$ cat src/rtl/threshold_segment_detector_assert.svh
// Assertion macros for the threshold segment detector.
// Used by the top level; expects clk and rst in scope.
`ifndef THRESHOLD_SEGMENT_DETECTOR_ASSERT_SVH
`define THRESHOLD_SEGMENT_DETECTOR_ASSERT_SVH

// same-cycle implication
`define TSD_CHECK_IMP(label, ante, cons, msg) \
  label: assert property (@(posedge clk) disable iff (rst) (ante) |-> (cons)) else $error(msg);

// next-cycle implication
`define TSD_CHECK_NXT(label, ante, cons, msg) \
  label: assert property (@(posedge clk) disable iff (rst) (ante) |=> (cons)) else $error(msg);

`endif

$ cat src/rtl/tsd_pkg.sv
// Shared types, constants and helper functions for the threshold segment detector.
// No dependencies.
package tsd_pkg;

  localparam int TSD_RUN_DEPTH = 128;

  localparam int SAMPLE_W = 16;
  localparam int PCT_W    = 7;
  localparam int WORD_W   = 32;
  localparam int NUM_W    = 16;
  localparam int THR_W    = 24;
  localparam int PROD_W   = 2 * WORD_W;
  localparam int ADDR_W   = 4;
  localparam int TDATA_W  = 2 * WORD_W + NUM_W;

  localparam logic [SAMPLE_W-1:0] ABS_LIMIT_RST = '0;
  localparam logic [PCT_W-1:0]    PCT_ABS_MODE  = 7'd100;
  localparam logic [WORD_W-1:0]   SCALE_RST     = 32'h0001_0000;
  localparam logic [SAMPLE_W-1:0] SAMPLE_MAX    = 16'hFFFF;
  localparam logic [NUM_W-1:0]    NUM_MAX       = 16'hFFFF;

  typedef enum logic [1:0] {
    REG_ABS_LIMIT = 2'd0,
    REG_REL_PCT   = 2'd1,
    REG_SCALE     = 2'd2
  } reg_idx_t;

  typedef struct packed {
    logic [SAMPLE_W-1:0] abs_limit;
    logic [PCT_W-1:0]    relative_percent;
    logic [WORD_W-1:0]   scale_factor;
  } cfg_t;

  // 100 * x by shift and add
  function automatic logic [THR_W-1:0] times100(input logic [SAMPLE_W-1:0] x);
    logic [THR_W-1:0] xe;
    xe = THR_W'(x);
    return (xe << 6) + (xe << 5) + (xe << 2);
  endfunction

  // Q16.16 product back to an integer, saturating
  function automatic logic [WORD_W-1:0] sat_scale(input logic [PROD_W-1:0] p);
    logic [WORD_W-1:0] r;
    if (p[PROD_W-1:WORD_W+16] != '0) r = '1;
    else r = p[WORD_W+15:16];
    return r;
  endfunction

endpackage

$ cat src/rtl/tsd_mul.sv
// Shared 32x32 multiplier with registered 64-bit product.
// Depends on tsd_pkg.
module tsd_mul (
  input  logic                       clk,
  input  logic [tsd_pkg::WORD_W-1:0] op_a,
  input  logic [tsd_pkg::WORD_W-1:0] op_b,
  output logic [tsd_pkg::PROD_W-1:0] prod
);
  import tsd_pkg::*;

  always_ff @(posedge clk) begin
    prod <= PROD_W'(op_a) * PROD_W'(op_b);
  end

endmodule

$ cat config.mk
export PLATFORM = sky130hd
export DESIGN_NAME = tsd_mul
export DESIGN_NICKNAME = d
export VERILOG_FILES = /design/src/rtl/threshold_segment_detector_assert.svh /design/src/rtl/tsd_pkg.sv /design/src/rtl/tsd_mul.sv
export SDC_FILE = /design/constraint.sdc
export NUM_CORES = 2
export LEC_CHECK = 0
export BUFFER_PORTS_ARGS = -buffer_cell sky130_fd_sc_hd__buf_2
export CORE_MARGIN = 4
export CORE_UTILIZATION = 50
export CTS_CLUSTER_DIAMETER = 30
export DETAILED_ROUTE_END_ITERATION = 6
export PLACE_DENSITY = 0.78
export SKIP_LAST_GASP = 1
export SLEW_MARGIN = 30
export SYNTH_ARGS = -nofsm -noshare
export SYNTH_HDL_FRONTEND = slang
export SYNTH_SLANG_ARGS = --single-unit
$ cat constraint.sdc
create_clock -name clk -period 7.75 [get_ports clk]
set_input_delay 0.3875 -clock clk [delete_from_list [all_inputs] [get_ports clk]]
set_output_delay 0.3875 -clock clk [all_outputs]
set_load 0.01 [all_outputs]
==> metrics.md <==
| Metric | Value |
|---|---|
| Maximum root-to-sink buffer count | `2` |
| Largest register FFs | `64` |
| Slew Viols, Final | `0` |
| Initial DRC Count | `1521` |
| Tmin final | `7433 ps` |
| 1st-pass router iterations | `5` |
| Synthesis-to-layout area growth | `6.296%` |
| Achievable clock frequency | `0.1345 GHz` |
| IO Count | `129` |
| Clk root buf | `clkbuf_16` |
| Ys async rst share | `0%` |
| First-pass GRT wire length | `146200 µm` |
| Initial Utilization | `50.47%` |
| Hold WS | `744.7 ps` |
| ANT nets after route | `0` |
| DIE WIDTH | `271.3 µm` |
| Post-synthesis sequential area ratio | `3.695%` |
| Gpl congestion | `0.9233` |
| Slew HR | `49.96%` |
| Worst Setup SP | `op_b[7]` |
| H-tree levels | `3` |
| Hold_sp | `op_b[0]` |
| Startpoint types | `input port` |
| Core area | `68710 µm²` |
| IO buf count | `128` |
| Die span in y | `271.3 µm` |
| Total gr overflow | `0` |
| Final Hold Viols | `0` |
| Primary FF master, synth | `dfxtp_1` |
| Nets | `5005` |
| GRT Total Usage | `25.11%` |
| Final Cycle Share | `95.91%` |
| Max-cap violations | `0` |
| Largest net degree at the start of global routing | `33` |
| Layout cells sized above 1 | `7.239%` |
| CTS tree | `done` |
| Syn Area/Cell | `9.252 µm²` |
| Post-synthesis register bit count | `64` |
| HPWL Detailed | `76520 µm` |
| Die Area | `73630 µm²` |
| Largest Register | `prod` |
| Count of warnings emitted by yosys | `0` |
| Crit. End Element | `flop` |
| Hold buffers post-CTS | `0` |
| Clk sinks | `64` |
| Avg Vias per Cell | `5.382` |
| Regs by FF count | `prod: 64 flops` |
| Critical Path AT | `7700 ps` |
| Via count | `25400` |
| Final setup viols | `0` |
| Setup CP Type | `in2reg` |
| HP Class | `in2reg` |
| Worst-Margin Slew | `750.6 ps` |
| Setup TNS | `0 ps` |
| Commonest non-fill, non-tap cell in the layout | `fa_1` |
| CTS Buf Count | `9` |
| Wire per inst | `18.83 µm` |
| Syn Inst Count | `3748` |
| Most frequent cells in the layout | `fa_1, inv_1, and2_1` |
| DRC errors left | `0` |
| Final Non-Filler Cells | `4719` |
| Worst Path Max Fanout | `32` |
| Mapped Nets | `4972` |
| Placed cell count | `4701` |
| Number of core rows | `96` |
| Vias in the first global route | `28420` |
| Post-CTS Setup Repair Bufs | `0` |
| Post-synth EDFFs | `0` |
| RSZ-0062 raised after global routing | `no` |
| Post-synth cell types | `57` |
| Post-cts sizing count | `0` |
| Initial antenna violation count | `3` |
| WL final | `88840 µm` |
| Data required, critical path | `8020 ps` |
| Area of the mapped netlist | `34680 µm²` |
| CTS clk-pin slew, worst paths | `60 ps` |
| Outcome | `finished, final reports clean` |
-- cell families (layout without fill, tap and decap cells) --
family	Yosys count	count (layout)	synth area share, %
and+or+nand+nor	1177	1177	17.62
adders and majority gates	1159	1159	61.22
buffers and inverters	1085	1122	11.77
AOI/OAI and AO/OA	202	202	4.153
DFF	64	64	3.695
xor gates and xnor gates	60	60	1.515
muxes	1	1	0.02887
other	0	3	0
-- stage by stage --
step,setup slack [ps],cell area (µm²),util (%)
final,316.9,36860,53.65
after global routing,47.57,36860,53.64
after CTS,370.8,36850,53.64
after detailed placement,48.34,36540,53.19
after global placement,85.57,36540,53.19
after floorplan,609.8,34680,-
-- per-layer routing --
metal  wire [µm]  global-route usage, %  up-vias  share of wire (%)
met5           0                      0        -                  0
met3        4889                  3.217      348                5.5
met1       30830                  29.07    13140                 35
met2       46380                  44.43     1003                 52
li1            -                      -    10910                  -
met4        6741                  15.41        0                7.6
-- synthesized netlist by cell type, drive strengths merged, types with 2 or more instances --
cell type | n | area share, %
a211oi | 3 | 0.065
a21boi | 3 | 0.065
a21o | 40 | 0.87
a21oi | 66 | 0.99
a221o | 4 | 0.12
a221oi | 4 | 0.25
a311oi | 2 | 0.051
a31oi | 12 | 0.22
and2 | 602 | 11
and3 | 14 | 0.25
and3b | 2 | 0.051
and4 | 3 | 0.076
buf | 7 | 0.097
clkbuf | 213 | 2.3
dfxtp | 64 | 3.7
fa | 896 | 52
ha | 263 | 9.5
inv | 865 | 9.4
nand2 | 480 | 5.2
nand2b | 2 | 0.036
nand3 | 10 | 0.14
nand4 | 23 | 0.41
nor2 | 20 | 0.22
nor2b | 2 | 0.036
nor3 | 7 | 0.10
o211ai | 2 | 0.043
o21a | 9 | 0.19
o21ai | 26 | 0.38
o21bai | 11 | 0.25
o221a | 2 | 0.065
o221ai | 3 | 0.076
o31ai | 5 | 0.23
or2 | 3 | 0.054
or3 | 3 | 0.054
or4 | 3 | 0.065
xnor2 | 35 | 0.88
xor2 | 25 | 0.63
-- worst paths after layout --
kind / end / cells past startpoint / slack, ps
setup / recovery: prod[63]$_DFF_P_ / 25 / 320
hold / removal: prod[0]$_DFF_P_ / 2 / 740
-- final cells by class --
type,count,area [µm²]
multi-input cells,2599,29310
diodes,3,7.507
inverters,865,3247
fillers,6136,31850
well taps,931,1165
clock buffers,9,225.2
clock inverters,6,85.08
repair buffers,242,1534
flip-flops and latches,64,1281
-- critical path: stages --
cell      delay [ps]
buf_2            530
and2_1           240
fa_1             440
fa_1             490
fa_1             520
inv_1             50
fa_1             470
inv_1             50
fa_1             520
inv_1             60
fa_1             530
inv_1             50
fa_1             510
fa_1             420
ha_1             330
nand4_1           80
a2111o_1         300
a21o_1           200
a21oi_2          180
a31oi_1          130
buf_4            180
o31ai_4          300
a21oi_2          170
a221oi_1         280
and4_1           230
Power is left out: the tool's default activity adds up to more than one toggle a clock period on the data nets, which glitch-free logic cannot reach.
