[config.mk]
export PLATFORM = sky130hd
export DESIGN_NAME = tsd_regs
export DESIGN_NICKNAME = d
export VERILOG_FILES = /design/src/rtl/threshold_segment_detector_assert.svh /design/src/rtl/tsd_pkg.sv /design/src/rtl/tsd_regs.sv
export SDC_FILE = /design/constraint.sdc
export NUM_CORES = 1
export LEC_CHECK = 0
export ABC_AREA = 1
export BUFFER_PORTS_ARGS = -buffer_cell sky130_fd_sc_hd__buf_2
export CORE_MARGIN = 5
export CORE_UTILIZATION = 43
export CTS_BUF_LIST = sky130_fd_sc_hd__clkbuf_2
export DETAILED_ROUTE_END_ITERATION = 8
export GPL_TIMING_DRIVEN = 0
export PLACE_DENSITY = 0.87
export SYNTH_ARGS = -nofsm -noshare
export SYNTH_HDL_FRONTEND = slang
export SYNTH_SLANG_ARGS = --single-unit
[constraint.sdc]
create_clock -name clk -period 0.9 [get_ports clk]
set_clock_uncertainty 0.2 [all_clocks]
set_input_delay 0.09 -clock clk [delete_from_list [all_inputs] [get_ports clk]]
set_output_delay 0.09 -clock clk [all_outputs]
set_load 0.1 [all_outputs]
[src/rtl/threshold_segment_detector_assert.svh]
// Assertion macros for the threshold segment detector.
// Used by the top level; expects clk and rst in scope.
`ifndef THRESHOLD_SEGMENT_DETECTOR_ASSERT_SVH
`define THRESHOLD_SEGMENT_DETECTOR_ASSERT_SVH

// same-cycle implication
`define TSD_CHECK_IMP(label, ante, cons, msg) \
  label: assert property (@(posedge clk) disable iff (rst) (ante) |-> (cons)) else $error(msg);

// next-cycle implication
`define TSD_CHECK_NXT(label, ante, cons, msg) \
  label: assert property (@(posedge clk) disable iff (rst) (ante) |=> (cons)) else $error(msg);

`endif

[src/rtl/tsd_pkg.sv]
// Shared types, constants and helper functions for the threshold segment detector.
// No dependencies.
package tsd_pkg;

  localparam int TSD_RUN_DEPTH = 128;

  localparam int SAMPLE_W = 16;
  localparam int PCT_W    = 7;
  localparam int WORD_W   = 32;
  localparam int NUM_W    = 16;
  localparam int THR_W    = 24;
  localparam int PROD_W   = 2 * WORD_W;
  localparam int ADDR_W   = 4;
  localparam int TDATA_W  = 2 * WORD_W + NUM_W;

  localparam logic [SAMPLE_W-1:0] ABS_LIMIT_RST = '0;
  localparam logic [PCT_W-1:0]    PCT_ABS_MODE  = 7'd100;
  localparam logic [WORD_W-1:0]   SCALE_RST     = 32'h0001_0000;
  localparam logic [SAMPLE_W-1:0] SAMPLE_MAX    = 16'hFFFF;
  localparam logic [NUM_W-1:0]    NUM_MAX       = 16'hFFFF;

  typedef enum logic [1:0] {
    REG_ABS_LIMIT = 2'd0,
    REG_REL_PCT   = 2'd1,
    REG_SCALE     = 2'd2
  } reg_idx_t;

  typedef struct packed {
    logic [SAMPLE_W-1:0] abs_limit;
    logic [PCT_W-1:0]    relative_percent;
    logic [WORD_W-1:0]   scale_factor;
  } cfg_t;

  // 100 * x by shift and add
  function automatic logic [THR_W-1:0] times100(input logic [SAMPLE_W-1:0] x);
    logic [THR_W-1:0] xe;
    xe = THR_W'(x);
    return (xe << 6) + (xe << 5) + (xe << 2);
  endfunction

  // Q16.16 product back to an integer, saturating
  function automatic logic [WORD_W-1:0] sat_scale(input logic [PROD_W-1:0] p);
    logic [WORD_W-1:0] r;
    if (p[PROD_W-1:WORD_W+16] != '0) r = '1;
    else r = p[WORD_W+15:16];
    return r;
  endfunction

endpackage

[src/rtl/tsd_regs.sv]
// Configuration register file with an APB-style slave port.
// Depends on tsd_pkg.
module tsd_regs (
  input  logic                       clk,
  input  logic                       rst,
  input  logic                       psel,
  input  logic                       penable,
  input  logic                       pwrite,
  input  logic [tsd_pkg::ADDR_W-1:0] paddr,
  input  logic [31:0]                pwdata,
  output logic [31:0]                prdata,
  output logic                       pready,
  output tsd_pkg::cfg_t              cfg
);
  import tsd_pkg::*;

  logic     wr;
  reg_idx_t idx;

  assign pready = 1'b1;
  assign wr     = psel & penable & pwrite & pready;
  assign idx    = reg_idx_t'(paddr[ADDR_W-1:2]);

  always_ff @(posedge clk) begin
    if (rst) begin
      cfg.abs_limit        <= ABS_LIMIT_RST;
      cfg.relative_percent <= PCT_ABS_MODE;
      cfg.scale_factor     <= SCALE_RST;
    end else if (wr) begin
      case (idx)
        REG_ABS_LIMIT: cfg.abs_limit        <= pwdata[SAMPLE_W-1:0];
        REG_REL_PCT:   cfg.relative_percent <= pwdata[PCT_W-1:0];
        REG_SCALE:     cfg.scale_factor     <= pwdata[WORD_W-1:0];
        default: ;
      endcase
    end
  end

  always_comb begin
    case (idx)
      REG_ABS_LIMIT: prdata = 32'(cfg.abs_limit);
      REG_REL_PCT:   prdata = 32'(cfg.relative_percent);
      REG_SCALE:     prdata = cfg.scale_factor;
      default:       prdata = '0;
    endcase
  end

endmodule

==> results of run 1 <==
==> logic make-up after synthesis <==
kind of cell / count (synthesis)
other: 1
AND/OR/NAND/NOR: 272
flip-flops: 55
AO/OA/AOI/OAI: 10
buffers and inverters: 76
==> per-stage QoR <==
stage                     TNS [ns]  hold slack [ns]  setup slack (ns)  area [um2]
after detailed placement    -53.20            0.115            -0.832        4170
after global placement      -51.31            0.101            -0.809        4170
after floorplan             -14.49           0.0154            -0.465        3450
==> flow_summary.toml, run 1 <==
[logic_synthesis]
synth_compound_area_share_pct = 3.15
yosys-top-cells-count = "nor2_1, nand2_1, nand3_1"
synth_cell_type_count = 17
synthCells = 414
netlist_area_um2 = 2660
syn_avg_cell_area_um2 = 6.43
synth-edff-count = 0
yosysTopAreaCell = "dfxtp_1"
yosysMostFrequentCell = "nor2_1"
ys_warn_count = 0
synth_xor_area_share_pct = 0
ys_async_sr_fraction_pct = 0
synth_top_area_share_pct = 41.4
synth_mux_area_share_pct = 0
syn-num-nets = 455
synth_top_family_by_area = "simple AND/OR/NAND/NOR gates"
synth_flop_cell = "dfxtp_1"
ys_ff_latch = 55
synthAdderAreaFrac_pct = 0
yosys-top-cells-area = "dfxtp_1, nor2_1, nand2_1"
ys_seq_area_share_pct = 41.4
yosys.area_share.simple_pct = 42.3

[clock_tree]
clkSinkCount = 55
clockBufferDepth = 2
post_cts_resized = 355
cts_setup_buffers = 7
h-tree-depth = 2
holdBufCountCts = 32
cts_buffers = 5
clockRootBuffer = "clkbuf_2"

[floorplan]
fp.dieW_um = 88.7
die-height_um = 88.7
initial_utilization_pct = 44.7
ios = 129
rows = 28

[placed_design]
io_buffers = 125
dpl.hpwl_mm = 6.58
placed_cells = 614
gp_congestion = 0.835

[run_status]
status = "stopped before the end"
failed_stage = "clock tree synthesis (4_1_cts)"
error_line = "[ERROR DPL-0038] Utilization greater than 100%, impossible to legalize"
==> inputs of run 2 (changes only) <==
CORE_UTILIZATION = 31   (was 43)
CTS_BUF_LIST = not set   (was sky130_fd_sc_hd__clkbuf_2)
PLACE_DENSITY = not set   (was 0.87)
PLACE_DENSITY_LB_ADDON = 0.15   (was not set)
clock period = 1.2 ns   (was 0.9 ns; I/O delays follow)
==> run 2 against run 1 <==
Against the previous run: the flow now finishes, with violations (negative setup slack); synthesized cell count unchanged; synthesized area unchanged.
==> flow_summary.toml, run 2 <==
[clock_tree]
clkSinkCount = 55
clockRootBuffer = "clkbuf_8"
cts_tree = "done"
path_clk_slew_ns = 0.10
clockBufferDepth = 2
h-tree-depth = 2
clock_latency_ns = 0.31
cts_buffers = 5

[hold_path]
hp-class = "input port to flop"
hold_start = "paddr[3]"
whs_endpoint = "cfg[16]$_SDFFE_PP1P_"
hold_depth = 4

[logic_synthesis]
synth_top_family_by_area = "simple AND/OR/NAND/NOR gates"
synth_compound_area_share_pct = 3.15
ys_seq_area_share_pct = 41.4
synth_mux_area_share_pct = 0
ys_async_sr_fraction_pct = 0
netlist_area_um2 = 2660
ys_ff_latch = 55
syn_avg_cell_area_um2 = 6.43
synthAdderAreaFrac_pct = 0
yosysTopAreaCell = "dfxtp_1"
synthCells = 414
yosysMostFrequentCell = "nor2_1"
yosys.area_share.simple_pct = 42.3
yosys-top-cells-count = "nor2_1, nand2_1, nand3_1"
syn-num-nets = 455
synth_top_area_share_pct = 41.4
yosys-top-cells-area = "dfxtp_1, nor2_1, nand2_1"
synth_cell_type_count = 17
synth-edff-count = 0
ys_warn_count = 0
synth_flop_cell = "dfxtp_1"
synth_xor_area_share_pct = 0

[worst_setup_path]
critPathKind = "flop to primary output"
critPathCaptureType = "primary output"
slowest_stage = "dfxtp_4"
critical_path_required_ns = 0.88
critPathArrivalTime_ns = 1.10
path_delay_family = "flip-flops"
cp_slowest_stage_delay_ns = 0.37
regToRegStartpoint = "cfg[41]$_SDFFE_PP0P_"
worst_r2r_endpoint = "cfg[41]$_SDFFE_PP0P_"
rr_worst_depth = 4
rrSetupSlack_ns = 0.18
crit_chain = "a22o_4 -> buf_12"
crit_buf_inv = 1
cp-startpoint = "cfg[48]$_SDFFE_PP0P_"
worstPathMaxFanout = 3
worst_setup_path_start_kind = "flop"

[timing]
min_period_ns = 1.42
drv_slew = 0
setup_viol = 74
worst_slack_ns = -0.220
relSlewSlack_pct = 59.0
rsz0062_at_grt = "true"
post-route-period-util_pct = 118
tightest_slew_ns = 0.612
final-hold-violation-count = 0
max_clock_freq_ghz = 0.704

[placed_design]
postPlaceCellArea_um2 = 4030
io_buffers = 125
gp_congestion = 0.768
placed_cells = 644
pre_cts_slack_ns = -0.525
dpl.hpwl_mm = 6.84

[power]
power.density_nw_per_um2 = 666
p_seq_share_pct = 42.7
p_comb_share_pct = 33.8
switchingPower_w = 0.00153
peakVddDrop_mv = 0.442
p_sw_share_pct = 35.7
p_int_w = 0.00274
p_clk_share_pct = 23.4
power_w = 0.00427
p_leak_nw = 2.96

[floorplan]
rows = 33
coreArea_um2 = 8300
ios = 129
die-height_um = 103
initial_utilization_pct = 32.1
fp.dieW_um = 103
dieArea_um2 = 10500

[flow_run]
cap_violations = 0

[final_layout]
final_cell_mix = "nor2_1, buf_12, nand2_1"
drive_above_1_share_pct = 53.0
stdcell_count = 734
largestRegisters = "cfg: 55 flops"
fillCellCount = 543
fin_area_um2 = 6410
largest_reg_flops = 55
largest_register = "cfg"
final_nets = 668
areaGrowthSynthToFinish_pct = 141
final_util_pct = 77.2
final_common_cell = "nor2_1"

[global_route]
grt_pass1_wl_mm = 16.8
grt_max_degree = 16
grt_pass1_vias = 3273
antenna_found_initial = 0
gr-total-overflow = 0
grt_use_total_pct = 20.5

[detailed_routing]
drtPass1Iterations = 4
wl_per_cell_um = 16.5
dr.first_iter.drc_count = 119
ant_nets = 0
totalWireLength_mm = 12.1
drc = 0
vias = 3476
route.detailed.vias_per_inst = 4.74

[run_status]
violations = "negative setup slack"
status = "finished, violations left"
==> run 2: cell counts after synthesis <==
No cell type changed its count.
==> run 2: logic make-up after synthesis <==
family,after synthesis
and+or+nand+nor,272
buffers and inverters,76
DFF,55
AOI/OAI and AO/OA,10
other,1
==> run 2: what timing repair did <==
action	CTS	global route
setup endpoints to repair	87	87
gates resized for setup	338	73
hold buffers	33	0
setup buffers	1	45
pin swaps	0	13
gates cloned	0	2
hold endpoints to repair	55	0
==> run 2: per-stage QoR <==
stage | setup TNS (ns) | hold WS (ns)
after floorplan | -3.39 | 0.0454
after global placement | -21.76 | 0.135
after detailed placement | -21.82 | 0.143
after CTS | -5.76 | 0.0359
after global routing | -9.79 | 0.0293
final | -7.00 | 0.0194
==> run 2: worst max-delay path by stage <==
stage,end,slack [ns],depth (start not counted)
2_1_floorplan,prdata[17],-0.19,2
3_3_place_gp,prdata[12],-0.53,5
3_5_place_dp,prdata[12],-0.53,5
4_1_cts,prdata[12],-0.22,2
5_1_grt,prdata[7],-0.25,2
6_report,prdata[9],-0.22,2
==> run 2: worst register-to-register path: cells and delay by family, from the launching register on <==
family,cells,cell delay [ns]
DFF,1,0.36
buffers and inverters,2,0.24
and+or+nand+nor,2,0.14
==> run 2: power groups by stage <==
stage	Clock, W	Combinational, W	Sequential, W
final	0.000999	0.00145	0.00183
after global routing	0.00110	0.00152	0.00183
after CTS	0.00103	0.00128	0.00183
after detailed placement	0	0.000992	0.00185
after global placement	0	0.000986	0.00185
after floorplan	0	0.000492	0.00214
==> run 2: final cells by class <==
type                    instances  area (um2)  share of cell area (%)
flip-flops and latches         55        1310                    20.4
diodes                          1        2.50                  0.0390
repair buffers                206        2800                    43.6
plain buffers                  25         230                    3.59
inverters                      51         194                    3.03
multi-input cells             283        1670                    26.0
clock buffers                   6        72.6                    1.13
clock inverters                 2        7.51                   0.117
well taps                     105         131                    2.05
==> run 2: routing by layer <==
| layer | part of all wire (%) | GRT usage [%] | up-vias | wire length, um |
|---|---|---|---|---|
| met5 | 0 | 0 | - | 0 |
| met4 | 1.6 | 5.75 | 0 | 199 |
| met3 | 5.5 | 4.94 | 21 | 668 |
| met2 | 56 | 38.2 | 118 | 6730 |
| met1 | 37 | 23.1 | 1645 | 4520 |
| li1 | - | - | 1692 | - |
Power figures use the tool's default switching activity.
==> inputs of run 3 (changes only) <==
--- a/config.mk
+++ b/config.mk
@@ -16,2 +16,3 @@
 export SYNTH_HDL_FRONTEND = slang
 export SYNTH_SLANG_ARGS = --single-unit
+export TNS_END_PERCENT = 30
==> constraint.sdc (replaced) <==
create_clock -name clk -period 1.2 [get_ports clk]
set_clock_uncertainty 0.2 [all_clocks]
set_input_delay 0.18 -clock clk [delete_from_list [all_inputs] [get_ports clk]]
set_output_delay 0.18 -clock clk [all_outputs]
set_load 0.1 [all_outputs]
==> run 3 against run 2 <==
Against the previous run: the run ends with negative hold slack, negative setup slack left; utilization shrank 3.4 points; via count shrank 3.4%; maximum frequency shrank 7.0%; critical path depth grew 6; first-iteration DRC count shrank 22%; worst setup slack lost 0.11 ns; largest cell class unchanged.
==> flow_summary.toml, run 3 (synthesis gave the netlist of run 2 again) <==
[run_status]
status = "finished, violations left"
violations = "negative hold slack, negative setup slack"

[placed_design]
postPlaceCellArea_um2 = 4080
dpl.hpwl_mm = 6.75
gp_congestion = 0.775
pre_cts_slack_ns = -0.691
io_buffers = 125

[detailed_routing]
dr.first_iter.drc_count = 93
drc = 0
ant_nets = 0
vias = 3357
drtPass1Iterations = 4
route.detailed.vias_per_inst = 4.75
totalWireLength_mm = 11.3
wl_per_cell_um = 16.0

[global_route]
grt_pass1_vias = 3409
grt_use_total_pct = 21.1
antenna_found_initial = 0
gr-total-overflow = 0
grt_pass1_wl_mm = 17.3
grt_max_degree = 17

[power]
power.density_nw_per_um2 = 695
peakVddDrop_mv = 0.503
p_leak_nw = 2.75

[timing]
min_period_ns = 1.53
hold_slack_ns = -0.0140
final-hold-violation-count = 2
setup_viol = 87
drv_slew = 0
relSlewSlack_pct = 61.9
rsz0062_at_grt = "true"
setup_tns_ns = -11.78
worst_slack_ns = -0.327
max_clock_freq_ghz = 0.655
post-route-period-util_pct = 127
tightest_slew_ns = 0.572

[final_layout]
largest_reg_flops = 55
drive_above_1_share_pct = 52.9
final_nets = 639
largestRegisters = "cfg: 55 flops"
fin_area_um2 = 6130
final_common_cell = "nor2_1"
final_cell_mix = "nor2_1, buf_12, nand2_1"
fillCellCount = 592
areaGrowthSynthToFinish_pct = 130
largest_register = "cfg"

[clock_tree]
clock_latency_ns = 0.32
path_clk_slew_ns = 0.11
clkSinkCount = 55
cts_tree = "done"
clockRootBuffer = "clkbuf_8"
clockBufferDepth = 2
h-tree-depth = 2
cts_buffers = 5

[hold_path]
hp-class = "input port to flop"

[floorplan]
die-height_um = 103
rows = 33
initial_utilization_pct = 32.1
dieArea_um2 = 10500
ios = 129
coreArea_um2 = 8300
fp.dieW_um = 103

[worst_setup_path]
worstPathMaxFanout = 5
critPathCaptureType = "primary output"
critical_path_required_ns = 0.82
critPathArrivalTime_ns = 1.15
worst_setup_path_start_kind = "input port"
critPathKind = "input port to primary output"

[flow_run]
cap_violations = 0
==> run 3: final cells by class <==
| class | instances | area, um2 | area share, % |
|---|---|---|---|
| Antenna cell | 2 | 5.00 | 0.0817 |
| Buffer | 25 | 224 | 3.65 |
| Clock buffer | 5 | 68.8 | 1.12 |
| Clock inverter | 3 | 15.0 | 0.245 |
| Inverter | 51 | 204 | 3.33 |
| Multi-Input combinational cell | 283 | 1630 | 26.6 |
| Sequential cell | 55 | 1310 | 21.3 |
| Tap cell | 105 | 131 | 2.14 |
| Timing Repair Buffer | 177 | 2540 | 41.5 |
==> run 3: report_power, final <==
part           internal (W)  switching [W]
registers           0.00177      0.0000569
logic              0.000546       0.000851
clock network      0.000402       0.000632
total               0.00272        0.00154
==> run 3: worst paths after layout <==
| kind | from | to | slack, ns | depth (start not counted) |
|---|---|---|---|---|
| worst max-delay path | paddr[3] | prdata[13] | -0.33 | 8 |
| worst min-delay path | pwdata[9] | cfg[48]$_SDFFE_PP0P_ | -0.01 | 5 |
| worst max register to register | cfg[47]$_SDFFE_PP0P_ | cfg[47]$_SDFFE_PP0P_ | 0.26 | 3 |
| worst min register to register | cfg[38]$_SDFFE_PP1P_ | cfg[38]$_SDFFE_PP1P_ | 0.31 | 2 |
==> run 3: metrics by stage <==
| stage | util (%) | total power, W | instances |
|---|---|---|---|
| floorplan | - | 0.00265 | 414 |
| global placement | 49.2 | 0.00286 | 644 |
| detailed placement | 49.2 | 0.00286 | 644 |
| CTS | 69.8 | 0.00420 | 683 |
| global route | 73.8 | 0.00442 | 704 |
| finish | 73.8 | 0.00426 | 706 |
==> run 3: per-layer routing <==
| layer | GRT usage [%] | up-vias | share of wire [%] |
|---|---|---|---|
| li1 | - | 1641 | - |
| met1 | 24.5 | 1579 | 39 |
| met2 | 37.6 | 117 | 53 |
| met3 | 4.80 | 20 | 5.7 |
| met4 | 7.57 | 0 | 2.0 |
| met5 | 0 | - | 0 |
==> run 3: timing repair <==
item | in CTS | in global routing
setup endpoints to repair | 87 | 129
hold buffers | 24 | 0
gates resized for setup | 343 | 47
gates cloned | 1 | 1
pin swaps | 4 | 4
setup buffers | 6 | 20
hold endpoints to repair | 28 | 0
==> run 3: critical path: stages <==
cell    delay [ns]
buf_12        0.12
inv_12        0.05
nor2_4        0.03
buf_8         0.12
buf_12        0.12
buf_12        0.14
a22o_4        0.23
buf_12        0.16
==> inputs of run 4 (changes only) <==
CELL_PAD_IN_SITES_DETAIL_PLACEMENT = 0   (was not set)
CELL_PAD_IN_SITES_GLOBAL_PLACEMENT = 1   (was not set)
CORE_UTILIZATION = 30   (was 31)
SLEW_MARGIN = 20   (was not set)
==> run 4 against run 3 <==
Against the previous run: the flow finishes with violations (negative setup slack); sequential power about the same; via count is 1.9% lower; critical path type is now flop to primary output; cell area grew 2.3%; largest cell class unchanged; combinational power about the same.
==> flow_summary.toml, run 4 (synthesis gave the netlist of run 2 again) <==
[floorplan]
die-height_um = 104
fp.dieW_um = 104
coreArea_um2 = 8680
initial_utilization_pct = 30.7
ios = 129
dieArea_um2 = 10900
rows = 34

[detailed_routing]
totalWireLength_mm = 11.0
vias = 3293
route.detailed.vias_per_inst = 4.58
drtPass1Iterations = 5
dr.first_iter.drc_count = 80
ant_nets = 0
wl_per_cell_um = 15.3
drc = 0

[final_layout]
regArea_um2 = 1310
final_util_pct = 72.2
fillCellCount = 636
final_nets = 651
diodes = 0
final_common_cell = "nor2_1"
multi_input_area_um2 = 1670
final_cell_mix = "nor2_1, buf_12, nand2_1"
largest_reg_flops = 55
areaGrowthSynthToFinish_pct = 136
largest_register = "cfg"
stdcell_count = 719
fin_area_um2 = 6270
drive_above_1_share_pct = 54.0
largestRegisters = "cfg: 55 flops"

[clock_tree]
cts_buffers = 5
clkSinkCount = 55
clockBufferDepth = 2
cts_tree = "done"
clockRootBuffer = "clkbuf_8"
h-tree-depth = 2
path_clk_slew_ns = 0.10
clock_latency_ns = 0.30

[timing]
setup_viol = 87
tightest_slew_ns = 0.504
min_period_ns = 1.47
post-route-period-util_pct = 123
max_clock_freq_ghz = 0.680
final-hold-violation-count = 0
worst_slack_ns = -0.270
rsz0062_at_grt = "true"
drv_slew = 0
relSlewSlack_pct = 66.4

[global_route]
antenna_found_initial = 0
grt_max_degree = 16
grt_pass1_vias = 3354
grt_use_total_pct = 19.2
grt_pass1_wl_mm = 17.1
gr-total-overflow = 0

[worst_setup_path]
critPathKind = "flop to primary output"
critPathArrivalTime_ns = 1.09
critical_path_required_ns = 0.82
worst_setup_path_start_kind = "flop"
worstPathMaxFanout = 3
critPathCaptureType = "primary output"

[placed_design]
io_buffers = 125
placed_cells = 647
gp_congestion = 0.815
dpl.hpwl_mm = 6.95
postPlaceCellArea_um2 = 4090
pre_cts_slack_ns = -0.697

[power]
power.density_nw_per_um2 = 677
p_leak_nw = 2.86
peakVddDrop_mv = 0.502

[run_status]
violations = "negative setup slack"
status = "finished, violations left"

[flow_run]
cap_violations = 0

[hold_path]
hp-class = "input port to flop"
run 4: changes by cell type in the layout (fill, tap and decap cells not counted), moves of 2 or more:
cell           previous run  this run
nand2_4                   8        14
buf_4                     7        15
nand2_2                  13         7
buf_8                     5         2
clkbuf_1                  0         2
diode_2                   2         0
clkinv_2                  3         1
buf_6                    24        35
dlygate4sd3_1            23        20
run 4: cell type report:
class                   count  area share, %
clock inverters             1         0.0798
repair buffers            190           42.5
plain buffers              24           3.33
well taps                 108           2.16
multi-input cells         283           26.6
clock buffers               7           1.22
inverters                  51           3.29
flip-flops and latches     55           20.9
run 4: path summary, 6_finish.rpt:
check,start,end,slack [ns],cells past startpoint
max,cfg[52]$_SDFFE_PP0P_,prdata[13],-0.27,2
min,pwdata[19],cfg[19]$_SDFFE_PP0P_,0.004,5
max reg2reg,cfg[18]$_SDFFE_PP0P_,cfg[18]$_SDFFE_PP0P_,0.29,3
min reg2reg,cfg[27]$_SDFFE_PP0P_,cfg[27]$_SDFFE_PP0P_,0.32,2
run 4: what timing repair did:
| item | CTS | global route |
|---|---|---|
| hold endpoints to repair | 25 | 0 |
| setup endpoints to repair | 87 | 117 |
| hold buffers | 21 | 0 |
| gates resized for setup | 361 | 48 |
| gates cloned | 2 | 1 |
| pin swaps | 4 | 16 |
| buffers inserted | 7 | 34 |
run 4: report_power, final:
group | internal, W | switching [W]
registers | 0.00177 | 0.0000569
logic | 0.000564 | 0.000855
clock network | 0.000412 | 0.000589
run 4: per-stage QoR:
step | setup TNS, ns | hold slack [ns] | power [W]
detailed placement | -32.38 | 0.204 | 0.00287
global route | -14.41 | 0.0157 | 0.00444
global placement | -30.94 | 0.194 | 0.00286
finish | -11.30 | 0.00417 | 0.00425
CTS | -11.26 | 0.00156 | 0.00419
floorplan | -5.36 | 0.105 | 0.00265
run 4: worst max-delay path, cell delays in order, from the launching register on:
cell     delay [ns]
dfxtp_4        0.36
a22o_4         0.26
buf_12         0.17
run 4: routing by layer:
layer / global-route usage, % / vias to the layer above / wire, um
met2: 34.4 / 101 / 5620
li1: - / 1657 / -
met4: 3.98 / 0 / 175
met5: 0 / - / 0
met3: 5.65 / 15 / 679
met1: 22.6 / 1520 / 4520
